<file path="config.mk">
export PLATFORM = sky130hd
export DESIGN_NAME = matrix_multiply_accumulate
export DESIGN_NICKNAME = d
export VERILOG_FILES = /design/src/hw/rtl/mma_pkg.sv /design/src/hw/rtl/mma_front.sv /design/src/hw/rtl/mma_store.sv /design/src/hw/rtl/mma_back.sv /design/src/hw/rtl/matrix_multiply_accumulate.sv
export SDC_FILE = /design/constraint.sdc
export NUM_CORES = 2
export LEC_CHECK = 0
export BUFFER_PORTS_ARGS = -buffer_cell sky130_fd_sc_hd__clkbuf_2
export CORE_MARGIN = 1
export CORE_UTILIZATION = 60
export CTS_CLUSTER_DIAMETER = 40
export CTS_CLUSTER_SIZE = 24
export DETAILED_ROUTE_END_ITERATION = 10
export PLACE_DENSITY = 0.73
export SLEW_MARGIN = 10
export SYNTH_ARGS = -nofsm -noshare
export SYNTH_HDL_FRONTEND = slang
export SYNTH_HIERARCHICAL = 1
export SYNTH_SLANG_ARGS = --single-unit
</file>
<file path="constraint.sdc">
create_clock -name clk -period 12.4 [get_ports clk]
set_clock_uncertainty 0.1 [all_clocks]
set_input_delay 2.48 -clock clk [delete_from_list [all_inputs] [get_ports clk]]
set_output_delay 2.48 -clock clk [all_outputs]
set_load 0.1 [all_outputs]
</file>
<file path="src/hw/rtl/mma_pkg.sv">
// ----------------------------------------------------------------------------
// mma_pkg: shared types and constants of the matrix multiply-accumulate block
// Item opcodes, configuration register indexes, reset values and the
// control structs that travel between the front queue and the back engine.
// ----------------------------------------------------------------------------
package mma_pkg;

	// Default geometry and element format
	localparam int MAX_DIM      = 8;
	localparam int ELEMENT_BITS = 16;
	localparam int FRAC_BITS    = 8;

	// Fixed field widths of the ports
	localparam int POS_W      = 3;
	localparam int DIM_W      = 4;
	localparam int CFG_IDX_W  = 3;
	localparam int CFG_DATA_W = 4;

	// Depth of the queue between front and back
	localparam int QUEUE_DEPTH = 2;

	// Configuration register indexes
	localparam logic [CFG_IDX_W-1:0] REG_OUT_ROWS    = 3'd0;
	localparam logic [CFG_IDX_W-1:0] REG_OUT_COLS    = 3'd1;
	localparam logic [CFG_IDX_W-1:0] REG_INNER_LEN   = 3'd2;
	localparam logic [CFG_IDX_W-1:0] REG_TRANSPOSE_A = 3'd3;
	localparam logic [CFG_IDX_W-1:0] REG_ACCUMULATE  = 3'd4;

	// Register reset values
	localparam logic [DIM_W-1:0] RST_OUT_ROWS  = 4'd8;
	localparam logic [DIM_W-1:0] RST_OUT_COLS  = 4'd8;
	localparam logic [DIM_W-1:0] RST_INNER_LEN = 4'd8;
	localparam logic             RST_TRANSPOSE = 1'b0;
	localparam logic             RST_ACCUM     = 1'b1;

	typedef enum logic [1:0] {
		OP_LOAD_A  = 2'd0,
		OP_LOAD_B  = 2'd1,
		OP_LOAD_C  = 2'd2,
		OP_COMPUTE = 2'd3
	} op_t;

	// Classification of one queued item
	typedef struct packed {
		op_t  op;
		logic in_range;
	} item_ctl_t;

	// Configuration register set
	typedef struct packed {
		logic [DIM_W-1:0] out_rows;
		logic [DIM_W-1:0] out_cols;
		logic [DIM_W-1:0] inner_len;
		logic             transpose_a;
		logic             accumulate;
	} cfg_t;

	// Zero counts as one, anything above the limit as the limit
	function automatic logic [DIM_W-1:0] clamp_dim(input logic [DIM_W-1:0] d,
	                                               input logic [DIM_W-1:0] lim);
		logic [DIM_W-1:0] r;
		r = d;
		if (d == '0) begin
			r = {{(DIM_W-1){1'b0}}, 1'b1};
		end else if (d > lim) begin
			r = lim;
		end
		return r;
	endfunction

endpackage

</file>
<file path="src/hw/rtl/mma_front.sv">
// ----------------------------------------------------------------------------
// mma_front: input accept, classification and item queue
// Takes items on start/busy, decodes opcode and store address, checks the
// load position against the store size and queues the item for the back.
// ----------------------------------------------------------------------------
module mma_front #(
	parameter int MAX_DIM      = mma_pkg::MAX_DIM,
	parameter int ELEMENT_BITS = mma_pkg::ELEMENT_BITS,
	parameter int ADDR_W       = 6
) (
	input  logic                          clk,
	input  logic                          arst_n,
	input  logic                          start,
	output logic                          busy,
	input  logic [1:0]                    op,
	input  logic [mma_pkg::POS_W-1:0]     row,
	input  logic [mma_pkg::POS_W-1:0]     col,
	input  logic signed [ELEMENT_BITS-1:0] value,
	input  logic                          pop,
	output logic                          empty,
	output mma_pkg::item_ctl_t            head_ctl,
	output logic [ADDR_W-1:0]             head_addr,
	output logic signed [ELEMENT_BITS-1:0] head_value
);

	localparam int QD     = mma_pkg::QUEUE_DEPTH;
	localparam int QPTR_W = (QD > 1) ? $clog2(QD) : 1;
	localparam int QCNT_W = $clog2(QD + 1);

	mma_pkg::item_ctl_t             ctl_q   [QD];
	logic [ADDR_W-1:0]              addr_q  [QD];
	logic signed [ELEMENT_BITS-1:0] value_q [QD];
	logic [QPTR_W-1:0]              wr_ptr_q;
	logic [QPTR_W-1:0]              rd_ptr_q;
	logic [QCNT_W-1:0]              count_q;
	logic                           push;
	mma_pkg::item_ctl_t             in_ctl;
	logic [ADDR_W-1:0]              in_addr;

	// Classify the incoming item
	always_comb begin
		in_ctl.op       = mma_pkg::op_t'(op);
		in_ctl.in_range = (row < MAX_DIM) && (col < MAX_DIM);
		in_addr         = ADDR_W'(row * MAX_DIM + col);
	end

	assign busy  = (count_q == QCNT_W'(QD));
	assign empty = (count_q == '0);
	assign push  = start && !busy;

	// Hold queued payload
	always_ff @(posedge clk) begin
		if (push) begin
			ctl_q[wr_ptr_q]   <= in_ctl;
			addr_q[wr_ptr_q]  <= in_addr;
			value_q[wr_ptr_q] <= value;
		end
	end

	// Advance pointers and fill count
	always_ff @(posedge clk or negedge arst_n) begin
		if (!arst_n) begin
			wr_ptr_q <= '0;
			rd_ptr_q <= '0;
			count_q  <= '0;
		end else begin
			if (push) begin
				wr_ptr_q <= (wr_ptr_q == QPTR_W'(QD - 1)) ? '0 : wr_ptr_q + 1'b1;
			end
			if (pop) begin
				rd_ptr_q <= (rd_ptr_q == QPTR_W'(QD - 1)) ? '0 : rd_ptr_q + 1'b1;
			end
			if (push && !pop) begin
				count_q <= count_q + 1'b1;
			end else if (pop && !push) begin
				count_q <= count_q - 1'b1;
			end
		end
	end

	assign head_ctl   = ctl_q[rd_ptr_q];
	assign head_addr  = addr_q[rd_ptr_q];
	assign head_value = value_q[rd_ptr_q];

endmodule

</file>
<file path="src/hw/rtl/mma_store.sv">
// ----------------------------------------------------------------------------
// mma_store: one matrix element store
// Single write port, single registered read port. Per-entry valid bits
// cleared at reset make unwritten entries read as zero.
// ----------------------------------------------------------------------------
module mma_store #(
	parameter int DEPTH  = 64,
	parameter int ADDR_W = 6,
	parameter int DATA_W = 16
) (
	input  logic              clk,
	input  logic              arst_n,
	input  logic              we,
	input  logic [ADDR_W-1:0] waddr,
	input  logic [DATA_W-1:0] wdata,
	input  logic [ADDR_W-1:0] raddr,
	output logic [DATA_W-1:0] rdata
);

	logic [DATA_W-1:0] mem [DEPTH];
	logic [DEPTH-1:0]  valid_q;
	logic [DATA_W-1:0] rdata_q;

	// Write element
	always_ff @(posedge clk) begin
		if (we) begin
			mem[waddr] <= wdata;
		end
	end

	// Mark written entries
	always_ff @(posedge clk or negedge arst_n) begin
		if (!arst_n) begin
			valid_q <= '0;
		end else if (we) begin
			valid_q[waddr] <= 1'b1;
		end
	end

	// Registered read, zero for entries never written
	always_ff @(posedge clk) begin
		rdata_q <= valid_q[raddr] ? mem[raddr] : '0;
	end

	assign rdata = rdata_q;

endmodule

</file>
<file path="src/hw/rtl/mma_back.sv">
// ----------------------------------------------------------------------------
// mma_back: store writes and multiply-accumulate sequencer
// Pops queued items; in-range loads write their store, a compute walks
// i, j, k issuing one read of each store and one multiply per cycle, then floors,
// saturates and strobes each result element.
// ----------------------------------------------------------------------------
module mma_back #(
	parameter int MAX_DIM      = mma_pkg::MAX_DIM,
	parameter int ELEMENT_BITS = mma_pkg::ELEMENT_BITS,
	parameter int ADDR_W       = 6
) (
	input  logic                           clk,
	input  logic                           arst_n,
	input  mma_pkg::cfg_t                  cfg,
	input  logic                           empty,
	input  mma_pkg::item_ctl_t             head_ctl,
	input  logic [ADDR_W-1:0]              head_addr,
	input  logic signed [ELEMENT_BITS-1:0] head_value,
	output logic                           pop,
	output logic                           strobe,
	output logic [mma_pkg::POS_W-1:0]      out_row,
	output logic [mma_pkg::POS_W-1:0]      out_col,
	output logic signed [ELEMENT_BITS-1:0] out_value,
	output logic                           clipped,
	output logic                           last
);

	localparam int DEPTH  = MAX_DIM * MAX_DIM;
	localparam int IDX_W  = (MAX_DIM > 1) ? $clog2(MAX_DIM) : 1;
	localparam int E      = ELEMENT_BITS;
	localparam int FRAC   = mma_pkg::FRAC_BITS;
	localparam int PROD_W = 2 * E;
	localparam int ACC_W  = 2 * E + 4;
	localparam int DIM_W  = mma_pkg::DIM_W;

	localparam logic signed [ACC_W-1:0] SAT_HI = {{(ACC_W-E+1){1'b0}}, {(E-1){1'b1}}};
	localparam logic signed [ACC_W-1:0] SAT_LO = {{(ACC_W-E+1){1'b1}}, {(E-1){1'b0}}};
	localparam logic [E-1:0] OUT_HI = {1'b0, {(E-1){1'b1}}};
	localparam logic [E-1:0] OUT_LO = {1'b1, {(E-1){1'b0}}};

	typedef enum logic {
		ST_IDLE,
		ST_RUN
	} state_t;

	state_t            state_q;
	logic [IDX_W-1:0]  i_q;
	logic [IDX_W-1:0]  j_q;
	logic [IDX_W-1:0]  k_q;
	logic [DIM_W-1:0]  nr_q;
	logic [DIM_W-1:0]  nc_q;
	logic [DIM_W-1:0]  nk_q;
	logic              tr_q;
	logic              accum_q;

	logic              issue;
	logic              k_end;
	logic              j_end;
	logic              i_end;
	logic [ADDR_W-1:0] a_raddr;
	logic [ADDR_W-1:0] b_raddr;
	logic [ADDR_W-1:0] c_raddr;
	logic              we_a;
	logic              we_b;
	logic              we_c;
	logic signed [E-1:0] a_rdata;
	logic signed [E-1:0] b_rdata;
	logic signed [E-1:0] c_rdata;

	logic             v_s1, first_s1, lastk_s1, lastel_s1;
	logic [IDX_W-1:0] row_s1, col_s1;
	logic             v_s2, first_s2, lastk_s2, lastel_s2;
	logic [IDX_W-1:0] row_s2, col_s2;
	logic signed [PROD_W-1:0] prod_s2;
	logic signed [E-1:0]      c_s2;
	logic             v_s3, lastel_s3;
	logic [IDX_W-1:0] row_s3, col_s3;
	logic signed [ACC_W-1:0] acc_q;
	logic signed [ACC_W-1:0] acc_base;
	logic signed [ACC_W-1:0] acc_floor;

	logic                  strobe_q;
	logic [mma_pkg::POS_W-1:0] out_row_q;
	logic [mma_pkg::POS_W-1:0] out_col_q;
	logic [E-1:0]          out_value_q;
	logic                  clipped_q;
	logic                  last_q;

	// Pop whenever idle and an item waits
	assign pop   = (state_q == ST_IDLE) && !empty;
	assign issue = (state_q == ST_RUN);

	assign we_a = pop && head_ctl.in_range && (head_ctl.op == mma_pkg::OP_LOAD_A);
	assign we_b = pop && head_ctl.in_range && (head_ctl.op == mma_pkg::OP_LOAD_B);
	assign we_c = pop && head_ctl.in_range && (head_ctl.op == mma_pkg::OP_LOAD_C);

	assign k_end = (k_q == IDX_W'(nk_q - 1'b1));
	assign j_end = (j_q == IDX_W'(nc_q - 1'b1));
	assign i_end = (i_q == IDX_W'(nr_q - 1'b1));

	// Store read addresses for the current step
	assign a_raddr = tr_q ? ADDR_W'(k_q * MAX_DIM + i_q) : ADDR_W'(i_q * MAX_DIM + k_q);
	assign b_raddr = ADDR_W'(k_q * MAX_DIM + j_q);
	assign c_raddr = ADDR_W'(i_q * MAX_DIM + j_q);

	mma_store #(.DEPTH(DEPTH), .ADDR_W(ADDR_W), .DATA_W(E)) u_a_store (
		.clk(clk), .arst_n(arst_n), .we(we_a), .waddr(head_addr),
		.wdata(head_value), .raddr(a_raddr), .rdata(a_rdata)
	);

	mma_store #(.DEPTH(DEPTH), .ADDR_W(ADDR_W), .DATA_W(E)) u_b_store (
		.clk(clk), .arst_n(arst_n), .we(we_b), .waddr(head_addr),
		.wdata(head_value), .raddr(b_raddr), .rdata(b_rdata)
	);

	mma_store #(.DEPTH(DEPTH), .ADDR_W(ADDR_W), .DATA_W(E)) u_c_store (
		.clk(clk), .arst_n(arst_n), .we(we_c), .waddr(head_addr),
		.wdata(head_value), .raddr(c_raddr), .rdata(c_rdata)
	);

	// Sequencer: latch geometry on compute, then walk i, j, k
	always_ff @(posedge clk or negedge arst_n) begin
		if (!arst_n) begin
			state_q <= ST_IDLE;
			i_q     <= '0;
			j_q     <= '0;
			k_q     <= '0;
			nr_q    <= mma_pkg::RST_OUT_ROWS;
			nc_q    <= mma_pkg::RST_OUT_COLS;
			nk_q    <= mma_pkg::RST_INNER_LEN;
			tr_q    <= mma_pkg::RST_TRANSPOSE;
			accum_q <= mma_pkg::RST_ACCUM;
		end else begin
			case (state_q)
				ST_IDLE: begin
					if (pop && head_ctl.op == mma_pkg::OP_COMPUTE) begin
						nr_q    <= mma_pkg::clamp_dim(cfg.out_rows, DIM_W'(MAX_DIM));
						nc_q    <= mma_pkg::clamp_dim(cfg.out_cols, DIM_W'(MAX_DIM));
						nk_q    <= mma_pkg::clamp_dim(cfg.inner_len, DIM_W'(MAX_DIM));
						tr_q    <= cfg.transpose_a;
						accum_q <= cfg.accumulate;
						i_q     <= '0;
						j_q     <= '0;
						k_q     <= '0;
						state_q <= ST_RUN;
					end
				end
				ST_RUN: begin
					if (k_end) begin
						k_q <= '0;
						if (j_end) begin
							j_q <= '0;
							if (i_end) begin
								state_q <= ST_IDLE;
							end else begin
								i_q <= i_q + 1'b1;
							end
						end else begin
							j_q <= j_q + 1'b1;
						end
					end else begin
						k_q <= k_q + 1'b1;
					end
				end
				default: begin
					state_q <= ST_IDLE;
				end
			endcase
		end
	end

	// Pipeline valid flags
	always_ff @(posedge clk or negedge arst_n) begin
		if (!arst_n) begin
			v_s1     <= 1'b0;
			v_s2     <= 1'b0;
			v_s3     <= 1'b0;
			strobe_q <= 1'b0;
		end else begin
			v_s1     <= issue;
			v_s2     <= v_s1;
			v_s3     <= v_s2 && lastk_s2;
			strobe_q <= v_s3;
		end
	end

	// Tags alongside the store read, then the product
	always_ff @(posedge clk) begin
		first_s1  <= (k_q == '0);
		lastk_s1  <= k_end;
		lastel_s1 <= i_end && j_end;
		row_s1    <= i_q;
		col_s1    <= j_q;

		prod_s2   <= a_rdata * b_rdata;
		c_s2      <= c_rdata;
		first_s2  <= first_s1;
		lastk_s2  <= lastk_s1;
		lastel_s2 <= lastel_s1;
		row_s2    <= row_s1;
		col_s2    <= col_s1;

		lastel_s3 <= lastel_s2;
		row_s3    <= row_s2;
		col_s3    <= col_s2;
	end

	// Start each sum at the scaled C element or zero
	always_comb begin
		if (first_s2) begin
			acc_base = accum_q ? (ACC_W'(c_s2) <<< FRAC) : '0;
		end else begin
			acc_base = acc_q;
		end
	end

	// Accumulate exactly
	always_ff @(posedge clk) begin
		if (v_s2) begin
			acc_q <= acc_base + ACC_W'(prod_s2);
		end
	end

	assign acc_floor = acc_q >>> FRAC;

	// Floor, saturate and register the result element
	always_ff @(posedge clk) begin
		if (v_s3) begin
			out_row_q <= mma_pkg::POS_W'(row_s3);
			out_col_q <= mma_pkg::POS_W'(col_s3);
			last_q    <= lastel_s3;
			if (acc_floor > SAT_HI) begin
				out_value_q <= OUT_HI;
				clipped_q   <= 1'b1;
			end else if (acc_floor < SAT_LO) begin
				out_value_q <= OUT_LO;
				clipped_q   <= 1'b1;
			end else begin
				out_value_q <= acc_floor[E-1:0];
				clipped_q   <= 1'b0;
			end
		end
	end

	assign strobe    = strobe_q;
	assign out_row   = out_row_q;
	assign out_col   = out_col_q;
	assign out_value = out_value_q;
	assign clipped   = clipped_q;
	assign last      = last_q;

endmodule

</file>
<file path="src/hw/rtl/matrix_multiply_accumulate.sv">
// ----------------------------------------------------------------------------
// matrix_multiply_accumulate: small Q8.8 matrix multiply-accumulate engine
// Items enter on start/busy: loads of A, B and C elements, or a compute that
// emits the out_rows x out_cols result in row-major order, one element per
// strobe, with last on the final one.
// Configuration: cfg_valid/cfg_ready write channel with register index and
// data; cfg_ready is always high. Write only while no compute is in flight.
// Timing: a front queue of two items accepts one item per cycle until full
// (busy). The back takes a load while idle and is free again right after it.
// A compute occupies the back while it walks out_rows * out_cols * inner_len
// steps, one multiply-accumulate per cycle, set by the single read port of
// each store and the one multiplier. Each element strobes once its last step
// has passed the store read, product, accumulator and output registers.
// Reset: the three stores read as zero until written (per-entry valid bits
// cleared at once, no clearing pass); registers return to 8, 8, 8, 0, 1.
// Results are presented for exactly one cycle; the receiver cannot stall.
// ----------------------------------------------------------------------------
module matrix_multiply_accumulate #(
	parameter int MAX_DIM      = mma_pkg::MAX_DIM,
	parameter int ELEMENT_BITS = mma_pkg::ELEMENT_BITS
) (
	input  logic                              clk,
	input  logic                              arst_n,
	input  logic                              start,
	output logic                              busy,
	input  logic [1:0]                        op,
	input  logic [mma_pkg::POS_W-1:0]         row,
	input  logic [mma_pkg::POS_W-1:0]         col,
	input  logic signed [ELEMENT_BITS-1:0]    value,
	input  logic                              cfg_valid,
	output logic                              cfg_ready,
	input  logic [mma_pkg::CFG_IDX_W-1:0]     cfg_index,
	input  logic [mma_pkg::CFG_DATA_W-1:0]    cfg_data,
	output logic                              strobe,
	output logic [mma_pkg::POS_W-1:0]         out_row,
	output logic [mma_pkg::POS_W-1:0]         out_col,
	output logic signed [ELEMENT_BITS-1:0]    out_value,
	output logic                              clipped,
	output logic                              last
);

	localparam int ADDR_W = (MAX_DIM > 1) ? $clog2(MAX_DIM * MAX_DIM) : 1;

	mma_pkg::cfg_t                  cfg_q;
	logic                           pop;
	logic                           empty;
	mma_pkg::item_ctl_t             head_ctl;
	logic [ADDR_W-1:0]              head_addr;
	logic signed [ELEMENT_BITS-1:0] head_value;

	assign cfg_ready = 1'b1;

	// Configuration registers
	always_ff @(posedge clk or negedge arst_n) begin
		if (!arst_n) begin
			cfg_q.out_rows    <= mma_pkg::RST_OUT_ROWS;
			cfg_q.out_cols    <= mma_pkg::RST_OUT_COLS;
			cfg_q.inner_len   <= mma_pkg::RST_INNER_LEN;
			cfg_q.transpose_a <= mma_pkg::RST_TRANSPOSE;
			cfg_q.accumulate  <= mma_pkg::RST_ACCUM;
		end else if (cfg_valid && cfg_ready) begin
			case (cfg_index)
				mma_pkg::REG_OUT_ROWS:    cfg_q.out_rows    <= cfg_data;
				mma_pkg::REG_OUT_COLS:    cfg_q.out_cols    <= cfg_data;
				mma_pkg::REG_INNER_LEN:   cfg_q.inner_len   <= cfg_data;
				mma_pkg::REG_TRANSPOSE_A: cfg_q.transpose_a <= cfg_data[0];
				mma_pkg::REG_ACCUMULATE:  cfg_q.accumulate  <= cfg_data[0];
				default: begin
				end
			endcase
		end
	end

	mma_front #(
		.MAX_DIM(MAX_DIM), .ELEMENT_BITS(ELEMENT_BITS), .ADDR_W(ADDR_W)
	) u_front (
		.clk(clk), .arst_n(arst_n), .start(start), .busy(busy),
		.op(op), .row(row), .col(col), .value(value),
		.pop(pop), .empty(empty), .head_ctl(head_ctl),
		.head_addr(head_addr), .head_value(head_value)
	);

	mma_back #(
		.MAX_DIM(MAX_DIM), .ELEMENT_BITS(ELEMENT_BITS), .ADDR_W(ADDR_W)
	) u_back (
		.clk(clk), .arst_n(arst_n), .cfg(cfg_q), .empty(empty),
		.head_ctl(head_ctl), .head_addr(head_addr), .head_value(head_value),
		.pop(pop), .strobe(strobe), .out_row(out_row), .out_col(out_col),
		.out_value(out_value), .clipped(clipped), .last(last)
	);

	// The back never takes an item from an empty queue
	assert property (@(posedge clk) disable iff (!arst_n) pop |-> !empty)
		else $error("pop from empty queue");

	// A clipped element carries one of the two range limits
	assert property (@(posedge clk) disable iff (!arst_n)
		(strobe && clipped) |->
		(out_value == {1'b0, {(ELEMENT_BITS-1){1'b1}}} ||
		 out_value == {1'b1, {(ELEMENT_BITS-1){1'b0}}}))
		else $error("clipped element not at a limit");

	// Result positions stay inside the matrix
	assert property (@(posedge clk) disable iff (!arst_n)
		strobe |-> (out_row < MAX_DIM && out_col < MAX_DIM))
		else $error("result position out of range");

endmodule
</file>
Word-level counts from Yosys, hierarchy flattened. Memory sizes are Yosys's and may differ from the RTL's. A register that Yosys moved wholly into a read port is not among the register bits. Cells that the tools add are included.

Bits in registers: 368. Memory bits (writable): 3120. Input bits: 35. Output and inout bits: 27. Logic and storage cells: 178. Memories kept: 6.

Memories: u_back.u_a_store.mem (depth 64, bits a word 16, rd ports 1, clocked after memory_dff 1, write ports 1, line mma_store.sv:20) `logic [DATA_W-1:0] mem [DEPTH];`; u_back.u_b_store.mem (depth 64, bits a word 16, rd ports 1, clocked after memory_dff 1, write ports 1, line mma_store.sv:20); u_back.u_c_store.mem (depth 64, bits a word 16, rd ports 1, clocked after memory_dff 1, write ports 1, line mma_store.sv:20); u_front.value_q (depth 2, bits a word 16, rd ports 1, clocked after memory_dff 0, write ports 1, line mma_front.sv:32) `logic signed [ELEMENT_BITS-1:0] value_q [QD];`; u_front.addr_q (depth 2, bits a word 6, rd ports 1, clocked after memory_dff 0, write ports 1, line mma_front.sv:31) `logic [ADDR_W-1:0] addr_q [QD];`; u_front.ctl_q (depth 2, bits a word 2, rd ports 1, clocked after memory_dff 0, write ports 1, line mma_front.sv:30) `mma_pkg::item_ctl_t ctl_q [QD];`.

Add/subtract/negate cells: 16. $mul: 1. $lt $le $gt $ge: 10. Equal/unequal tests: 15. Muxes and demuxes: 46. Bitwise gates (word level): 4. Reductions and logical operators: 35.

Operators with widths (count): bitwise OR 64 bit (3); 2-to-1 mux 36 bit (2); 2-to-1 mux 3 bit (13); adder 36 x 32 -> 36 bit (1); multiplier 16 x 16 -> 32 bit (1); adder 6 x 3 -> 6 bit (5); > comparator 28 x 16 -> 1 bit (second input constant) (1); < comparator 28 x 16 -> 1 bit (second input constant) (1); < comparator 6 x 7 -> 1 bit (second input constant) (4); 2-to-1 mux 1 bit (19); binary-select mux 1 bit (select 6 bit) (3); one-hot mux 3 bit (2 select lines) (3); 2-to-1 mux 16 bit (1); AND reduction 2 bit (7); > comparator 4 bit (second input constant) (3); zero test 4 bit (3); logical AND 1 bit (11); adder 3 x 1 -> 3 bit (second input constant) (3); equality test 3 bit (3); subtractor 3 x 1 -> 3 bit (second input constant) (3); inequality test 2 bit (second input constant) (4); zero test 1 bit (7); demux 1 bit (select 6 bit) (1); equality test 2 bit (second input constant) (3); 17 further kinds (22).

Longest topological paths before layout.
Depth after elaboration: 7. Gate-level depth with buffers: 24. Depth with buffers taken out: 23.

Hierarchy. The synthesis kept the hierarchy.

Modules (own cells, without submodules): mma_store (u_back.u_b_store) (instances 1, cells an instance 1899, area an instance 42001.5 um2, seq. area each 32671.3 um2); mma_store (u_back.u_c_store) (instances 1, cells an instance 1900, area an instance 41843.9 um2, seq. area each 32671.3 um2); mma_store (u_back.u_a_store) (instances 1, cells an instance 1897, area an instance 41782.6 um2, seq. area each 32671.3 um2); mma_back (instances 1, cells an instance 1754, area an instance 16839.9 um2, seq. area each 3890.0 um2); mma_front (instances 1, cells an instance 96, area an instance 2040.7 um2, seq. area each 1541.5 um2); matrix_multiply_accumulate (instances 1, cells an instance 35, area an instance 594.3 um2, seq. area each 355.3 um2).

Worst setup path after synthesis. No wires, ideal clock.

Kind: register -> register. Start point: register u_back.u_a_store.rdata_q[15], in the netlist u_back/u_a_store/rdata[15] (read register of u_back.u_a_store.mem). End point: register u_back.prod_s2[29]. Setup time: 0.072 ns. Arrival: 6.156 ns. Data required time: 12.228 ns. Path slack: 6.071 ns. Cell stages (with the launch flop): 21. Buffers on the path: 1. Period minus slack after synthesis: 6.329 ns. Path through: dfxtp_1 clkbuf_1 nand2_1 fa_1 inv_1 fa_1 fa_1 fa_1 fa_1 inv_1 fa_1 inv_1 ha_1 a21o_1 a21oi_1 nand2_1 a211oi_2 nor4b_1 a2111o_1 a21oi_1 xnor2_1.

Longest elaborated chain between the ends: 1.

Ends and longest elaborated chain: start, declared (line mma_store.sv:22) `logic [DATA_W-1:0] rdata_q;`; multiplier 16 x 16 -> 32 bit (line mma_back.sv:195) `prod_s2 <= a_rdata * b_rdata;`; end signal, assigned (line mma_back.sv:195); end, declared (line mma_back.sv:74) `logic signed [PROD_W-1:0] prod_s2;`.

Every way passes these cells. A chain may end at the register's enable or synchronous reset.

Worst setup path in the final report. Same ends and word-level chain as after synthesis.

==> metrics.cfg <==
[status]
outcome = finished clean

[yosys]
syn_area_sq_um = 145000
ys_types = 86
ys_ff_latch = 3536
seq_area_frac_synth = 0.715
syn_nets = 8004
synthCells = 7581
ys.flop_type = edfxtp_1
synthArstFlopShare = 0.0665
synth_area_per_cell_sq_um = 19.1
synth_edf_count = 3180
yosysWarnings = 6

[worst_setup_path]
cp.arrival_ps = 7720
critPathBufInv = 3
cp_common_cell = fa_1
crit_required_ps = 13190
critPathTopFamily = adder cells
cpPeakStageDelay_ps = 940
slowest_stage = fa_1
cp-start-kind = flip-flop
cp_cell_sequence = nand2_1 > fa_1 > inv_1 > fa_1 > fa_1 > fa_1 > fa_1 > inv_1 > fa_1 > inv_1 > ha_1 > a21o_1 > a21oi_1 > nand2_1 > a211oi_2 > nor4b_1 > a2111o_1 > a21oi_1 > xnor2_1
path_max_fanout = 16
path_class = reg2reg
critPathCaptureType = flip-flop

[floorplanning]
die_h_um = 494
std_cell_rows = 180
die-area_sq_um = 244000
die_x_um = 494
core_area_sq_um = 241000
ios = 62
start_util = 0.603

[clock_network]
clockBufferDepth = 4
htreeDepth = 5
numCtsBuffers = 440
cts_root_buf = clkbuf_16
cts_setup_buffers = 0
cts.sinks = 3536
path_clk_slew_ps = 70
cts_tree = built
clock_latency_ps = 1040
holdBufCountCts = 0
cts_resized = 0

[power]
clock_power_share = 0.364
p_int_uw = 24600
peakVddDrop_mv = 0.164
p_comb_frac = 0.236
seq_power_share = 0.400
swShare = 0.306
netSwitchingPower_uw = 10900
power_density_nw_per_um2 = 215
p_leak_uw = 0.0573

[detailed_routing]
vias = 74800
routed_wl_um = 347000
first_pass_iters = 6
detail-route-antenna-nets = 0
drcViolationCount = 0
wire_per_inst_um = 30.2
routed_via_density = 6.49
drt_iter0_drc = 8870

[place]
gp_congestion = 0.865
dp_hpwl_um = 199000
post-place-ws_ps = 5440
io_buffers = 60

[finish]
mostFrequentLayoutCell = edfxtp_1
finalNetCount = 8392
area_delta_synth_final_pct = 13.6
multi_input_area_sq_um = 38300
fillers = 14700
mostFrequentLayoutCells = edfxtp_1, mux4_2, clkbuf_16
drive_above_1_share = 0.262
regArea_sq_um = 104000

[min_path]
hold_path.class = reg2reg

[timing]
rsz0062_at_grt = false
tightest_slew_ps = 1280
slew_headroom = 0.147
fin_crit_sh = 0.558
period_needed_ps = 6920
final-setup-viol-count = 0
finalSetupTns_ps = 0
hold_violations = 0
max_freq_mhz = 144
slew_violations = 0
layout_setup_ws_ps = 5480

[global_route]
track_usage = 0.288
antenna_found_initial = 19
grt-ovfl-total = 0
grt_pass1_wl_um = 509000
grt_max_degree = 153
first_global_vias = 75500

[job]
cap_violations = 0

[kinds of logic after synthesis]
group | Yosys count | synth area share
flip-flops | 3536 | 0.715
multiplexers | 879 | 0.132
buffers and inverters | 751 | 0.0237
AO/OA/AOI/OAI | 885 | 0.0401
adder cells (fa/ha/maj) | 388 | 0.0471
other | 2 | 0.0000518
AND/OR/NAND/NOR | 1059 | 0.0371
XOR/XNOR | 81 | 0.00489
[flip-flops by register name (all words and copies together) (netlist names), 4 cells and up]
register / cells
cfg_q: 14
u_back/acc_q: 36
u_back/c_s2: 16
u_back/out_value: 16
u_back/prod_s2: 32
u_back/u_a_store/mem: 1024
u_back/u_a_store/rdata: 16
u_back/u_a_store/valid_q: 64
u_back/u_b_store/mem: 1024
u_back/u_b_store/rdata: 16
u_back/u_b_store/valid_q: 64
u_back/u_c_store/mem: 1024
u_back/u_c_store/rdata: 16
u_back/u_c_store/valid_q: 64
u_front/addr_q: 12
u_front/ctl_q: 4
u_front/value_q: 32
[layout make-up]
cell class              instances  area share
multi-input cells            3294       0.232
diodes                          7    0.000106
inverters                     373     0.00849
clock buffers                 484      0.0692
clock inverters               315      0.0219
well taps                    3185      0.0242
repair buffers                324      0.0144
flip-flops and latches       3536       0.630
[synthesized netlist by cell type (121+ instances only)]
cell type / number / area, sq um
and2_1: 128 / 801
inv_1: 373 / 1400
a21oi_1: 292 / 1460
clkbuf_1: 169 / 634
edfxtp_1: 3180 / 95500
a22oi_1: 389 / 2920
mux4_2: 783 / 17600
fa_1: 263 / 5270
ha_1: 125 / 1560
dfrtp_1: 230 / 5760
or2_2: 200 / 1250
nand2_1: 216 / 811
nor2_1: 288 / 1080
dfxtp_1: 121 / 2420
[power groups by stage]
stage	Combinational [uW]	Sequential, uW	Clock (uW)
2_1_floorplan	5610	14400	0
3_3_place_gp	8160	14400	0
3_5_place_dp	8300	14500	0
4_1_cts	8360	14200	13100
5_1_grt	8820	14200	13500
6_report	8380	14200	12900
[stage by stage]
step	instance area (sq um)	hold slack (ps)	util	instances	power, uW
3_3_place_gp	150000	213	0.623	10700	22600
4_1_cts	165000	196	0.685	11500	35600
5_1_grt	165000	197	0.685	11500	36600
6_report	165000	198	0.685	11500	35500
2_1_floorplan	145000	210	-	7581	20100
3_5_place_dp	150000	212	0.623	10700	22800
[final timing paths]
check                                                      startpoint                            to  slack [ps]  cells after the start
max in group asynchronous                                      arst_n  u_front/rd_ptr_q$_DFFE_PN0P_        9200                      2
worst min register to register               u_back/lastel_s1$_DFF_P_      u_back/lastel_s2$_DFF_P_         200                      0
worst max-delay path            u_back/u_a_store/rdata[15]$_SDFF_PN0_    u_back/prod_s2[29]$_DFF_P_        5480                     19
worst min-delay path                         u_back/lastel_s1$_DFF_P_      u_back/lastel_s2$_DFF_P_         200                      0
worst max register to register  u_back/u_a_store/rdata[15]$_SDFF_PN0_    u_back/prod_s2[29]$_DFF_P_        5480                     19
min in group asynchronous                                      arst_n         cfg_q[11]$_DFFE_PN0P_        1410                      1
[metal layers]
metal | global-route usage | up-vias | share of wire
li1 | - | 30800 | -
met1 | 0.405 | 39100 | 0.38
met2 | 0.444 | 4140 | 0.47
met3 | 0.0704 | 757 | 0.11
met4 | 0.107 | 16 | 0.038
met5 | 0 | - | 0.00031
[worst register-to-register path, cell delays in order, from the launching register on]
cell and delay (ps):
dfxtp_1 700, nand2_1 240, fa_1 600, inv_1 70, fa_1 940, fa_1 520, fa_1 480, fa_1 550
inv_1 60, fa_1 560, inv_1 50, ha_1 340, a21o_1 200, a21oi_1 220, nand2_1 90, a211oi_2 320
nor4b_1 110, a2111o_1 390, a21oi_1 180, xnor2_1 130
No activity file was read; power rests on OpenSTA's default activity.
